### config.mk
export PLATFORM = sky130hd
export DESIGN_NAME = telemetry_sensor_poll_responder_core
export DESIGN_NICKNAME = d
export VERILOG_FILES = /design/src/hdl/tspr_pkg.sv /design/src/hdl/tspr_ram.sv /design/src/hdl/tspr_cfg.sv /design/src/hdl/tspr_ctrl.sv /design/src/hdl/telemetry_sensor_poll_responder_core.sv
export VERILOG_INCLUDE_DIRS = /design/src /design/src/hdl
export SDC_FILE = /design/constraint.sdc
export NUM_CORES = 2
export LEC_CHECK = 0
export BUFFER_PORTS_ARGS = -buffer_cell sky130_fd_sc_hd__buf_4
export CELL_PAD_IN_SITES_DETAIL_PLACEMENT = 1
export CELL_PAD_IN_SITES_GLOBAL_PLACEMENT = 2
export CORE_ASPECT_RATIO = 2
export CORE_UTILIZATION = 53
export DETAILED_ROUTE_END_ITERATION = 10
export PLACE_DENSITY = 0.93
export SYNTH_ARGS = -nofsm -noshare
export SYNTH_HDL_FRONTEND = slang
export SYNTH_SLANG_ARGS = --single-unit
### constraint.sdc
create_clock -name clk -period 8.67 [get_ports clk]
set_input_delay 1.734 -clock clk [delete_from_list [all_inputs] [get_ports clk]]
set_output_delay 1.734 -clock clk [all_outputs]
set_load 0.02 [all_outputs]
### src/hdl/assert_macros.svh
// Assertion macros used by the responder core.
`ifndef ASSERT_MACROS_SVH
`define ASSERT_MACROS_SVH

// The consequent must hold in the same cycle as the antecedent.
`define ASSERT_SAME(label, clk, rst, ante, cons) \
  label: assert property (@(posedge clk) disable iff (rst) (ante) |-> (cons)) \
    else $error("assertion failed: same-cycle implication");

// The consequent must hold in the cycle after the antecedent.
`define ASSERT_NEXT(label, clk, rst, ante, cons) \
  label: assert property (@(posedge clk) disable iff (rst) (ante) |=> (cons)) \
    else $error("assertion failed: next-cycle implication");

`endif

### src/hdl/tspr_pkg.sv
package tspr_pkg;

  // Operation codes of an input beat.
  localparam logic [1:0] OP_TICK  = 2'd0;
  localparam logic [1:0] OP_RX    = 2'd1;
  localparam logic [1:0] OP_WRITE = 2'd2;

  // Frame select codes.
  localparam logic [1:0] SEL_GPS   = 2'd0;
  localparam logic [1:0] SEL_POWER = 2'd1;
  localparam logic [1:0] SEL_VARIO = 2'd2;

  typedef enum logic [2:0] {
    PH_IDLE  = 3'd0,
    PH_AWAIT = 3'd1,
    PH_GPS   = 3'd2,
    PH_POWER = 3'd3,
    PH_VARIO = 3'd4
  } phase_t;

  // Configuration register indexes.
  localparam logic [2:0] REG_REQUEST   = 3'd0;
  localparam logic [2:0] REG_GPS_CODE  = 3'd1;
  localparam logic [2:0] REG_PWR_CODE  = 3'd2;
  localparam logic [2:0] REG_VARIO_CODE = 3'd3;
  localparam logic [2:0] REG_GPS_LEN   = 3'd4;
  localparam logic [2:0] REG_PWR_LEN   = 3'd5;
  localparam logic [2:0] REG_VARIO_LEN = 3'd6;
  localparam logic [2:0] REG_DELAY     = 3'd7;

  localparam int PADDR_W = 5;
  localparam int PDATA_W = 32;
  localparam int LEN_W   = 7;
  localparam int ELAPSED_W = 5;
  localparam logic [ELAPSED_W-1:0] ELAPSED_MAX = 5'd31;

  typedef struct packed {
    logic [7:0] request_code;
    logic [7:0] gps_sensor_code;
    logic [7:0] power_sensor_code;
    logic [7:0] vario_sensor_code;
    logic [6:0] gps_frame_length;
    logic [6:0] power_frame_length;
    logic [6:0] vario_frame_length;
    logic [3:0] answer_delay_ms;
  } cfg_t;

  typedef struct packed {
    logic [1:0] operation;
    logic [7:0] rx_byte;
    logic [1:0] frame_select;
    logic [5:0] byte_index;
    logic [7:0] byte_value;
  } item_t;

  typedef struct packed {
    logic       tx_valid;
    logic [7:0] tx_byte;
    logic       tx_last;
    logic [2:0] phase;
  } result_t;

  // Control word handed from the sequencer to the checksum stage.
  typedef struct packed {
    logic       tx_valid;
    logic       tx_last;
    logic       clr_sum;
    logic [2:0] phase;
  } step_t;

endpackage

### src/hdl/tspr_ram.sv
module tspr_ram #(
  parameter int WIDTH = 8,
  parameter int DEPTH = 192,
  localparam int AW = $clog2(DEPTH)
) (
  input  logic             clk,
  input  logic             we,
  input  logic [AW-1:0]    waddr,
  input  logic [WIDTH-1:0] wdata,
  input  logic             re,
  input  logic [AW-1:0]    raddr,
  output logic [WIDTH-1:0] rdata
);

  logic [WIDTH-1:0] mem [DEPTH];

  always_ff @(posedge clk) begin
    if (we) begin
      mem[waddr] <= wdata;
    end
    if (re) begin
      rdata <= mem[raddr];
    end
  end

endmodule

### src/hdl/tspr_cfg.sv
module tspr_cfg
  import tspr_pkg::*;
(
  input  logic               clk,
  input  logic               rst,
  input  logic               psel,
  input  logic               penable,
  input  logic               pwrite,
  input  logic [PADDR_W-1:0] paddr,
  input  logic [PDATA_W-1:0] pwdata,
  output logic [PDATA_W-1:0] prdata,
  output cfg_t               cfg
);

  logic       wr;
  logic [2:0] idx;

  assign wr  = psel && penable && pwrite;
  assign idx = paddr[4:2];

  always_ff @(posedge clk) begin
    if (rst) begin
      cfg.request_code       <= 8'd128;
      cfg.gps_sensor_code    <= 8'd138;
      cfg.power_sensor_code  <= 8'd142;
      cfg.vario_sensor_code  <= 8'd137;
      cfg.gps_frame_length   <= 7'd45;
      cfg.power_frame_length <= 7'd45;
      cfg.vario_frame_length <= 7'd45;
      cfg.answer_delay_ms    <= 4'd5;
    end else if (wr) begin
      unique case (idx)
        REG_REQUEST:    cfg.request_code       <= pwdata[7:0];
        REG_GPS_CODE:   cfg.gps_sensor_code    <= pwdata[7:0];
        REG_PWR_CODE:   cfg.power_sensor_code  <= pwdata[7:0];
        REG_VARIO_CODE: cfg.vario_sensor_code  <= pwdata[7:0];
        REG_GPS_LEN:    cfg.gps_frame_length   <= pwdata[6:0];
        REG_PWR_LEN:    cfg.power_frame_length <= pwdata[6:0];
        REG_VARIO_LEN:  cfg.vario_frame_length <= pwdata[6:0];
        REG_DELAY:      cfg.answer_delay_ms    <= pwdata[3:0];
        default: ;
      endcase
    end
  end

  always_comb begin
    unique case (idx)
      REG_REQUEST:    prdata = {24'd0, cfg.request_code};
      REG_GPS_CODE:   prdata = {24'd0, cfg.gps_sensor_code};
      REG_PWR_CODE:   prdata = {24'd0, cfg.power_sensor_code};
      REG_VARIO_CODE: prdata = {24'd0, cfg.vario_sensor_code};
      REG_GPS_LEN:    prdata = {25'd0, cfg.gps_frame_length};
      REG_PWR_LEN:    prdata = {25'd0, cfg.power_frame_length};
      REG_VARIO_LEN:  prdata = {25'd0, cfg.vario_frame_length};
      REG_DELAY:      prdata = {28'd0, cfg.answer_delay_ms};
      default:        prdata = '0;
    endcase
  end

endmodule

### src/hdl/tspr_ctrl.sv
module tspr_ctrl
  import tspr_pkg::*;
#(
  parameter int MAX_FRAME_BYTES = 64,
  parameter int BYTE_GAP_MS = 1,
  localparam int AW = $clog2(3 * MAX_FRAME_BYTES)
) (
  input  logic          clk,
  input  logic          rst,
  input  logic          accept,
  input  item_t         item,
  input  cfg_t          cfg,
  output step_t         step,
  output logic          ram_re,
  output logic [AW-1:0] ram_raddr,
  output logic          ram_we,
  output logic [AW-1:0] ram_waddr,
  output logic [7:0]    ram_wdata
);

  localparam logic [8:0] MAX_LEN = 9'(MAX_FRAME_BYTES);
  localparam logic [3:0] GAP     = 4'(BYTE_GAP_MS);

  phase_t               phase, phase_next;
  logic [LEN_W-1:0]     pos, pos_next;
  logic [ELAPSED_W-1:0] elapsed, elapsed_next;
  logic                 in_delay, in_delay_next;

  logic                 sending, tick, rx, fire, has_byte, is_last, clr_sum;
  logic [LEN_W-1:0]     len_raw;
  logic [8:0]           len_eff, pos_ext;
  logic [ELAPSED_W-1:0] elapsed_inc;
  logic [3:0]           limit;
  logic [1:0]           frame;

  assign tick = accept && (item.operation == OP_TICK);
  assign rx   = accept && (item.operation == OP_RX);
  assign sending = (phase == PH_GPS) || (phase == PH_POWER) || (phase == PH_VARIO);

  always_comb begin
    unique case (phase)
      PH_GPS:   begin len_raw = cfg.gps_frame_length;   frame = SEL_GPS;   end
      PH_POWER: begin len_raw = cfg.power_frame_length; frame = SEL_POWER; end
      PH_VARIO: begin len_raw = cfg.vario_frame_length; frame = SEL_VARIO; end
      default:  begin len_raw = '0;                     frame = SEL_GPS;   end
    endcase
  end

  assign len_eff     = ({2'b00, len_raw} > MAX_LEN) ? MAX_LEN : {2'b00, len_raw};
  assign pos_ext     = {2'b00, pos};
  assign elapsed_inc = (elapsed == ELAPSED_MAX) ? elapsed : elapsed + 1'b1;
  assign limit       = in_delay ? cfg.answer_delay_ms : GAP;
  assign fire        = tick && sending && (elapsed_inc > {1'b0, limit});
  assign has_byte    = pos_ext < len_eff;
  assign is_last     = pos_ext == (len_eff - 9'd1);
  assign clr_sum     = rx && (phase == PH_AWAIT);

  // Next state.
  always_comb begin
    phase_next    = phase;
    pos_next      = pos;
    elapsed_next  = elapsed;
    in_delay_next = in_delay;
    if (tick && sending) begin
      elapsed_next = elapsed_inc;
      if (fire) begin
        elapsed_next  = '0;
        in_delay_next = 1'b0;
        if (has_byte) begin
          pos_next = pos + 1'b1;
        end else begin
          phase_next = PH_IDLE;
        end
      end
    end else if (rx) begin
      unique case (phase)
        PH_IDLE: begin
          if (item.rx_byte == cfg.request_code) begin
            phase_next = PH_AWAIT;
          end
        end
        PH_AWAIT: begin
          pos_next      = '0;
          elapsed_next  = '0;
          in_delay_next = 1'b1;
          if (item.rx_byte == cfg.gps_sensor_code) begin
            phase_next = PH_GPS;
          end else if (item.rx_byte == cfg.power_sensor_code) begin
            phase_next = PH_POWER;
          end else if (item.rx_byte == cfg.vario_sensor_code) begin
            phase_next = PH_VARIO;
          end else begin
            phase_next = PH_IDLE;
          end
        end
        default: begin
          if (in_delay) begin
            phase_next = PH_IDLE;
          end
        end
      endcase
    end
  end

  // Outputs: the step word and the frame store accesses.
  always_comb begin
    step.tx_valid = fire && has_byte;
    step.tx_last  = fire && has_byte && is_last;
    step.clr_sum  = clr_sum;
    step.phase    = phase_next;
    ram_re        = accept;
    ram_raddr     = AW'(32'(frame) * MAX_FRAME_BYTES + 32'(pos));
    ram_we        = accept && (item.operation == OP_WRITE) &&
                    (item.frame_select <= SEL_VARIO) &&
                    (32'(item.byte_index) < MAX_FRAME_BYTES);
    ram_waddr     = AW'(32'(item.frame_select) * MAX_FRAME_BYTES + 32'(item.byte_index));
    ram_wdata     = item.byte_value;
  end

  always_ff @(posedge clk) begin
    if (rst) begin
      phase    <= PH_IDLE;
      pos      <= '0;
      elapsed  <= '0;
      in_delay <= 1'b0;
    end else begin
      phase    <= phase_next;
      pos      <= pos_next;
      elapsed  <= elapsed_next;
      in_delay <= in_delay_next;
    end
  end

endmodule

### src/hdl/telemetry_sensor_poll_responder_core.sv
// Channel   | Direction | Handshake                   | Beat
// item      | in        | item_valid / item_stall     | item_t (operation, rx_byte, ...)
// result    | out       | result_valid / result_stall | result_t (tx_valid, tx_byte, ...)
// config    | in        | psel / penable / pwrite     | 32-bit register at 4 * index
//
// One item beat is taken per cycle while item_stall is low; each gives exactly one result beat.
// The depth is set by the frame store read and the result register.
// Reset (rst, synchronous) clears the sequencer, the checksum and the pipeline valids;
// the frame store itself is not cleared and holds garbage until written.
// A stalled result holds the pipeline; item_stall rises only while both stages are full.
`include "assert_macros.svh"

module telemetry_sensor_poll_responder_core
  import tspr_pkg::*;
#(
  parameter int MAX_FRAME_BYTES = 64,
  parameter int BYTE_GAP_MS = 1
) (
  input  logic               clk,
  input  logic               rst,
  input  logic               item_valid,
  output logic               item_stall,
  input  item_t              item,
  output logic               result_valid,
  input  logic               result_stall,
  output result_t            result,
  input  logic               psel,
  input  logic               penable,
  input  logic               pwrite,
  input  logic [PADDR_W-1:0] paddr,
  input  logic [PDATA_W-1:0] pwdata,
  output logic [PDATA_W-1:0] prdata,
  output logic               pready
);

  localparam int AW = $clog2(3 * MAX_FRAME_BYTES);

  cfg_t          cfg;
  step_t         step;
  step_t         s1;
  logic          s1_valid;
  logic          accept, out_adv, s1_adv;
  logic          ram_re, ram_we;
  logic [AW-1:0] ram_raddr, ram_waddr;
  logic [7:0]    ram_wdata, ram_rdata;
  logic [7:0]    sum, sum_next;
  logic [7:0]    tx_byte;

  assign pready = 1'b1;

  tspr_cfg u_cfg (
    .clk     (clk),
    .rst     (rst),
    .psel    (psel),
    .penable (penable),
    .pwrite  (pwrite),
    .paddr   (paddr),
    .pwdata  (pwdata),
    .prdata  (prdata),
    .cfg     (cfg)
  );

  // The result register frees up whenever it is empty or being taken. The
  // checksum stage moves into it at that time, so a new beat can enter
  // each cycle as long as the downstream side keeps up.
  assign out_adv    = !result_valid || !result_stall;
  assign s1_adv     = s1_valid && out_adv;
  assign item_stall = s1_valid && !out_adv;
  assign accept     = item_valid && !item_stall;

  // Stage 0: the sequencer updates phase, position and timers and issues the
  // frame store read for the byte it decides to send.
  tspr_ctrl #(
    .MAX_FRAME_BYTES (MAX_FRAME_BYTES),
    .BYTE_GAP_MS     (BYTE_GAP_MS)
  ) u_ctrl (
    .clk       (clk),
    .rst       (rst),
    .accept    (accept),
    .item      (item),
    .cfg       (cfg),
    .step      (step),
    .ram_re    (ram_re),
    .ram_raddr (ram_raddr),
    .ram_we    (ram_we),
    .ram_waddr (ram_waddr),
    .ram_wdata (ram_wdata)
  );

  // The frame store holds three frames back to back. The read port is only
  // enabled on an accepted beat, so the read data stays put while stage 1
  // is held by a stall.
  tspr_ram #(
    .WIDTH (8),
    .DEPTH (3 * MAX_FRAME_BYTES)
  ) u_store (
    .clk   (clk),
    .we    (ram_we),
    .waddr (ram_waddr),
    .wdata (ram_wdata),
    .re    (ram_re),
    .raddr (ram_raddr),
    .rdata (ram_rdata)
  );

  // Stage 1: the running checksum lives here, next to the read data, so a
  // checksum byte right after a data byte sees the updated sum without
  // any forwarding.
  always_comb begin
    if (!s1.tx_valid) begin
      tx_byte = 8'd0;
    end else if (s1.tx_last) begin
      tx_byte = sum;
    end else begin
      tx_byte = ram_rdata;
    end
    if (s1.clr_sum) begin
      sum_next = 8'd0;
    end else if (s1.tx_valid && !s1.tx_last) begin
      sum_next = sum + ram_rdata;
    end else begin
      sum_next = sum;
    end
  end

  always_ff @(posedge clk) begin
    if (rst) begin
      s1_valid     <= 1'b0;
      result_valid <= 1'b0;
      sum          <= 8'd0;
    end else begin
      s1_valid <= accept || (s1_valid && !s1_adv);
      if (out_adv) begin
        result_valid <= s1_valid;
      end
      if (s1_adv) begin
        sum <= sum_next;
      end
    end
  end

  always_ff @(posedge clk) begin
    if (accept) begin
      s1 <= step;
    end
    if (s1_adv) begin
      result.tx_valid <= s1.tx_valid;
      result.tx_byte  <= tx_byte;
      result.tx_last  <= s1.tx_last;
      result.phase    <= s1.phase;
    end
  end

  `ASSERT_SAME(a_last_is_sent, clk, rst, result_valid, !result.tx_last || result.tx_valid)
  `ASSERT_SAME(a_stall_needs_full, clk, rst, item_stall, s1_valid && result_valid)
  `ASSERT_NEXT(a_accept_fills, clk, rst, accept, s1_valid)

endmodule

==> impl_summary.md <==
Place
The number of input and output port buffers inserted is 66. Detailed placement finished with a half-perimeter wire length of 114000 µm. In this run the cell area measured after placement is 68000 µm². The weighted congestion reported at the end of routability-driven placement is 0.856.

Timing
The largest clock skew in the final design is 19.6 ps. The final count of pins violating max slew is 2. Subtracting the final worst setup slack from the clock period gives between 5000 and 6000 ps.

The maximum clock rate is 189 MHz. The worst max-slew margin expressed relative to the limit is -0.0923. Adding up every negative setup slack in the final design gives 0 ps.

In the finished design, the share of the clock period the worst path needs comes to 0.609. For the pin with the worst max-slew slack, the measured transition is 1600 ps. The total of endpoints with negative setup slack in the final report is 0. Setup repair after global routing left no endpoint under its margin. The final hold violation count is 0.

Die
In this run the vertical extent of the chip is approximately 500 µm. The floorplan has ~180 rows. After floorplanning, the core was sized to cover 123000 µm².

approximately 120 I/O pins were placed. The effective utilization at floorplan is 0.536. The die covers 126000 µm². From left edge to right edge, the die measures 252 µm.

Setup path
The critical path goes through buf_4, nand3_1, nand2_1, inv_1, nand3b_1, nor3b_1, nand3_1, nor2_1. The largest driver fanout on the critical path is 16. At the worst endpoint, the required time is 9070 ps.

The largest stage delay on the critical path is 1000 ps. The most numerous cell type found on the critical path is nand3_1. The endpoint kind of the worst setup timing path is a flop. The arrival time of data at the critical path endpoint is between 5000 and 6000 ps. The worst setup path is launched from a primary input. The setup slack on the worst flop-to-flop path is 3460 ps. The worst setup path category is primary input to flop. The cell with the biggest individual delay on the critical path is nor2_1.

Global routing
The met1 track demand over resource is 0.324. The global routing met2 resource utilization is 0.534. The met3 track demand over resource is 0.0467.

For this run the aggregate overflow at the end of global routing stands at 0. The first-pass GRT wire length is 267000 µm. The most used routing layer is met2. The number of global-route vias before repair is 37100. Entering global routing, the biggest net connects 135 pins. The number of antenna violations at the first check in global routing is 2. The total global-route track usage is 0.303.

Logic synthesis
The async set or reset register ratio after synthesis is 0. The synthesized area per cell is slightly below 20 µm². In this run, synthesis inferred approximately 1600 flip-flops with an integrated enable. For this run, the number of Yosys warnings is 0. The post-synthesis sequential area ratio is 0.735. Synthesis inferred 1646 register bits. The number of distinct standard cells referenced by the synthesized netlist is 80. The cell area that synthesis handed to floorplanning was 66100 µm². Synthesis handed over a netlist of roughly 3400 instances. The top flip-flop cell by instance count after synthesis is edfxtp_1.

Clock tree
Hold repair after CTS inserted 0 buffers. The insertion delay of the later-clocked pin in the worst-skew pair is about 800 ps. The number of gates resized after CTS is 0.

The worst-case clock buffer depth is 3. The cell at the root of the clock tree is clkbuf_16. Counting the buffers created by CTS gives 138.

The clock transition at the registers of the reported paths is roughly 70 ps. The clock drives 1646 sinks. In this run the number of H-tree levels came out at 4. The clock tree from TritonCTS is done. The setup fix buffers added after clock tree synthesis is 0.

Pwr
The total power divided by cell area is 213 nW/µm². IR analysis of the VDD net gives a maximum drop of 218 µV. The reported leakage power is 22.0 nW.

Cells and area
In the final layout, the share of cells above drive strength 1 is 0.212. The total non-filler cell area in the finished layout is 72600 µm². The number of nets in the finished design is 3557.

The area growth from synthesis to layout is 9.86%.

Run status
The checks that failed: capacitance limit, slew limit. The run finished, with violations left.

Drt
After detailed routing, the number of vias per cell comes to between 6 and 7. For this block, the initial DRC count from the detailed router was 3801. The count of nets left with antenna violations after detail routing is 0. The number of iterations in the first detailed-routing pass is 6. The final layout contains routed wiring with a total length of 188000 µm. After detailed routing, the average wire length per cell comes to around 36 µm.

The routed layout has 34800 vias. In the routed design, unresolved DRC markers number 0.

Hold path
The type of the most critical hold path is flop to flop.

Job
The reported max-cap violation count is 1.
stage by stage:
| step | setup WS [ps] | utilization | power, mW | hold slack [ps] | instances |
|---|---|---|---|---|---|
| final | 3390 | 0.588 | 15.4 | 421 | 5233 |
| after global routing | 3300 | 0.588 | 15.7 | 436 | 5231 |
| after CTS | 3500 | 0.588 | 15.5 | 425 | 5230 |
| after detailed placement | 2810 | 0.551 | 9.18 | 408 | 4980 |
| after global placement | 3130 | 0.551 | 9.16 | 409 | 4980 |
| after floorplan | 3860 | - | 8.98 | 400 | 3426 |
cell type report:
cell class / count / area [µm²]
diodes: 3 / 7.51
repair buffers: 124 / 1020
well taps: 1656 / 2070
fillers: 10600 / 50800
clock buffers: 177 / 3800
multi-input cells: 1534 / 16300
clock inverters: 73 / 762
flip-flops and latches: 1646 / 48600
inverters: 20 / 77.6
Yosys cell counts (17+ instances only):
library cell / n / area (µm²)
a211oi_1: 17 / 128
o22ai_1: 17 / 106
mux2i_1: 166 / 1660
mux4_2: 388 / 8740
edfxtp_1: 1563 / 46900
nor2b_1: 48 / 300
ha_1: 22 / 275
a221oi_1: 19 / 166
nand3_1: 30 / 150
xnor2_1: 18 / 158
a22o_1: 17 / 149
nor2_1: 284 / 1070
buf_4: 55 / 413
nand2_1: 84 / 315
o221ai_1: 20 / 175
clkbuf_1: 105 / 394
o21ai_0: 38 / 190
buf_2: 33 / 165
inv_1: 18 / 67.6
nor3_1: 18 / 90.1
xor2_1: 27 / 236
a22oi_1: 29 / 218
dfxtp_1: 83 / 1660
a211o_1: 23 / 201
a21oi_1: 71 / 355
final timing paths:
| check | from | to | cells past startpoint |
|---|---|---|---|
| worst min-delay path | s1[2] | result[2] | 0 |
| worst max-delay path | result_stall | u_store.mem[125][5] | 8 |
| worst max register to register | u_ctrl.pos[3] | u_store.rdata[6] | 9 |
| worst min register to register | s1[2] | result[2] | 0 |
placed cells by master, fill, tap and decap left out, drive strengths merged, types with 14 or more instances in the layout:
| master | n |
|---|---|
| o21ai | 43 |
| buf | 124 |
| nor2 | 284 |
| a22o | 17 |
| a221oi | 19 |
| dfxtp | 83 |
| ha | 22 |
| mux4 | 389 |
| nor3 | 19 |
| xnor2 | 18 |
| a22oi | 29 |
| inv | 25 |
| conb | 25 |
| a211oi | 17 |
| nand2 | 84 |
| bufinv | 14 |
| mux2i | 166 |
| nand3b | 16 |
| o22ai | 17 |
| edfxtp | 1563 |
| a211o | 23 |
| clkbuf | 177 |
| a21oi | 71 |
| nor2b | 48 |
| clkinv | 49 |
| o221ai | 20 |
| nand3 | 30 |
| xor2 | 27 |
power by group:
part / switching [mW] / total (mW) / internal (mW)
Combinational: 0.247 / 0.301 / 0.0543
Clock: 2.90 / 6.43 / 3.54
Sequential: 0.0112 / 8.71 / 8.70
Total: 3.15 / 15.4 / 12.3
routing by layer:
metal	up-vias	share of wire
met5	-	0.000048
met4	2	0.092
met3	648	0.068
met2	2134	0.52
met1	18100	0.32
li1	13900	-
worst max-delay path: cells and delay by family:
family | cells | cell delay (ps)
simple gates | 6 | 3360
buf+inv | 2 | 570
cells by family (layout without fill, tap and decap cells):
group | Yosys count | after routing | share of synthesized area
AOI/OAI and AO/OA | 322 | 322 | 0.0351
xor gates and xnor gates | 45 | 45 | 0.00596
adders and majority gates | 23 | 23 | 0.00447
buffers and inverters | 246 | 394 | 0.0209
DFF | 1646 | 1646 | 0.735
muxes | 566 | 566 | 0.160
other | 2 | 28 | 0.000114
and+or+nand+nor | 553 | 553 | 0.0386
registers in the layout, summed over array words and instances, names as in the netlist, 5 cells and up:
signal          cells
result             13
s1                  6
sum                 8
u_cfg.cfg          57
u_ctrl.elapsed      5
u_ctrl.pos          7
u_store.mem      1536
u_store.rdata       8
No activity file was read; power rests on OpenSTA's default activity.
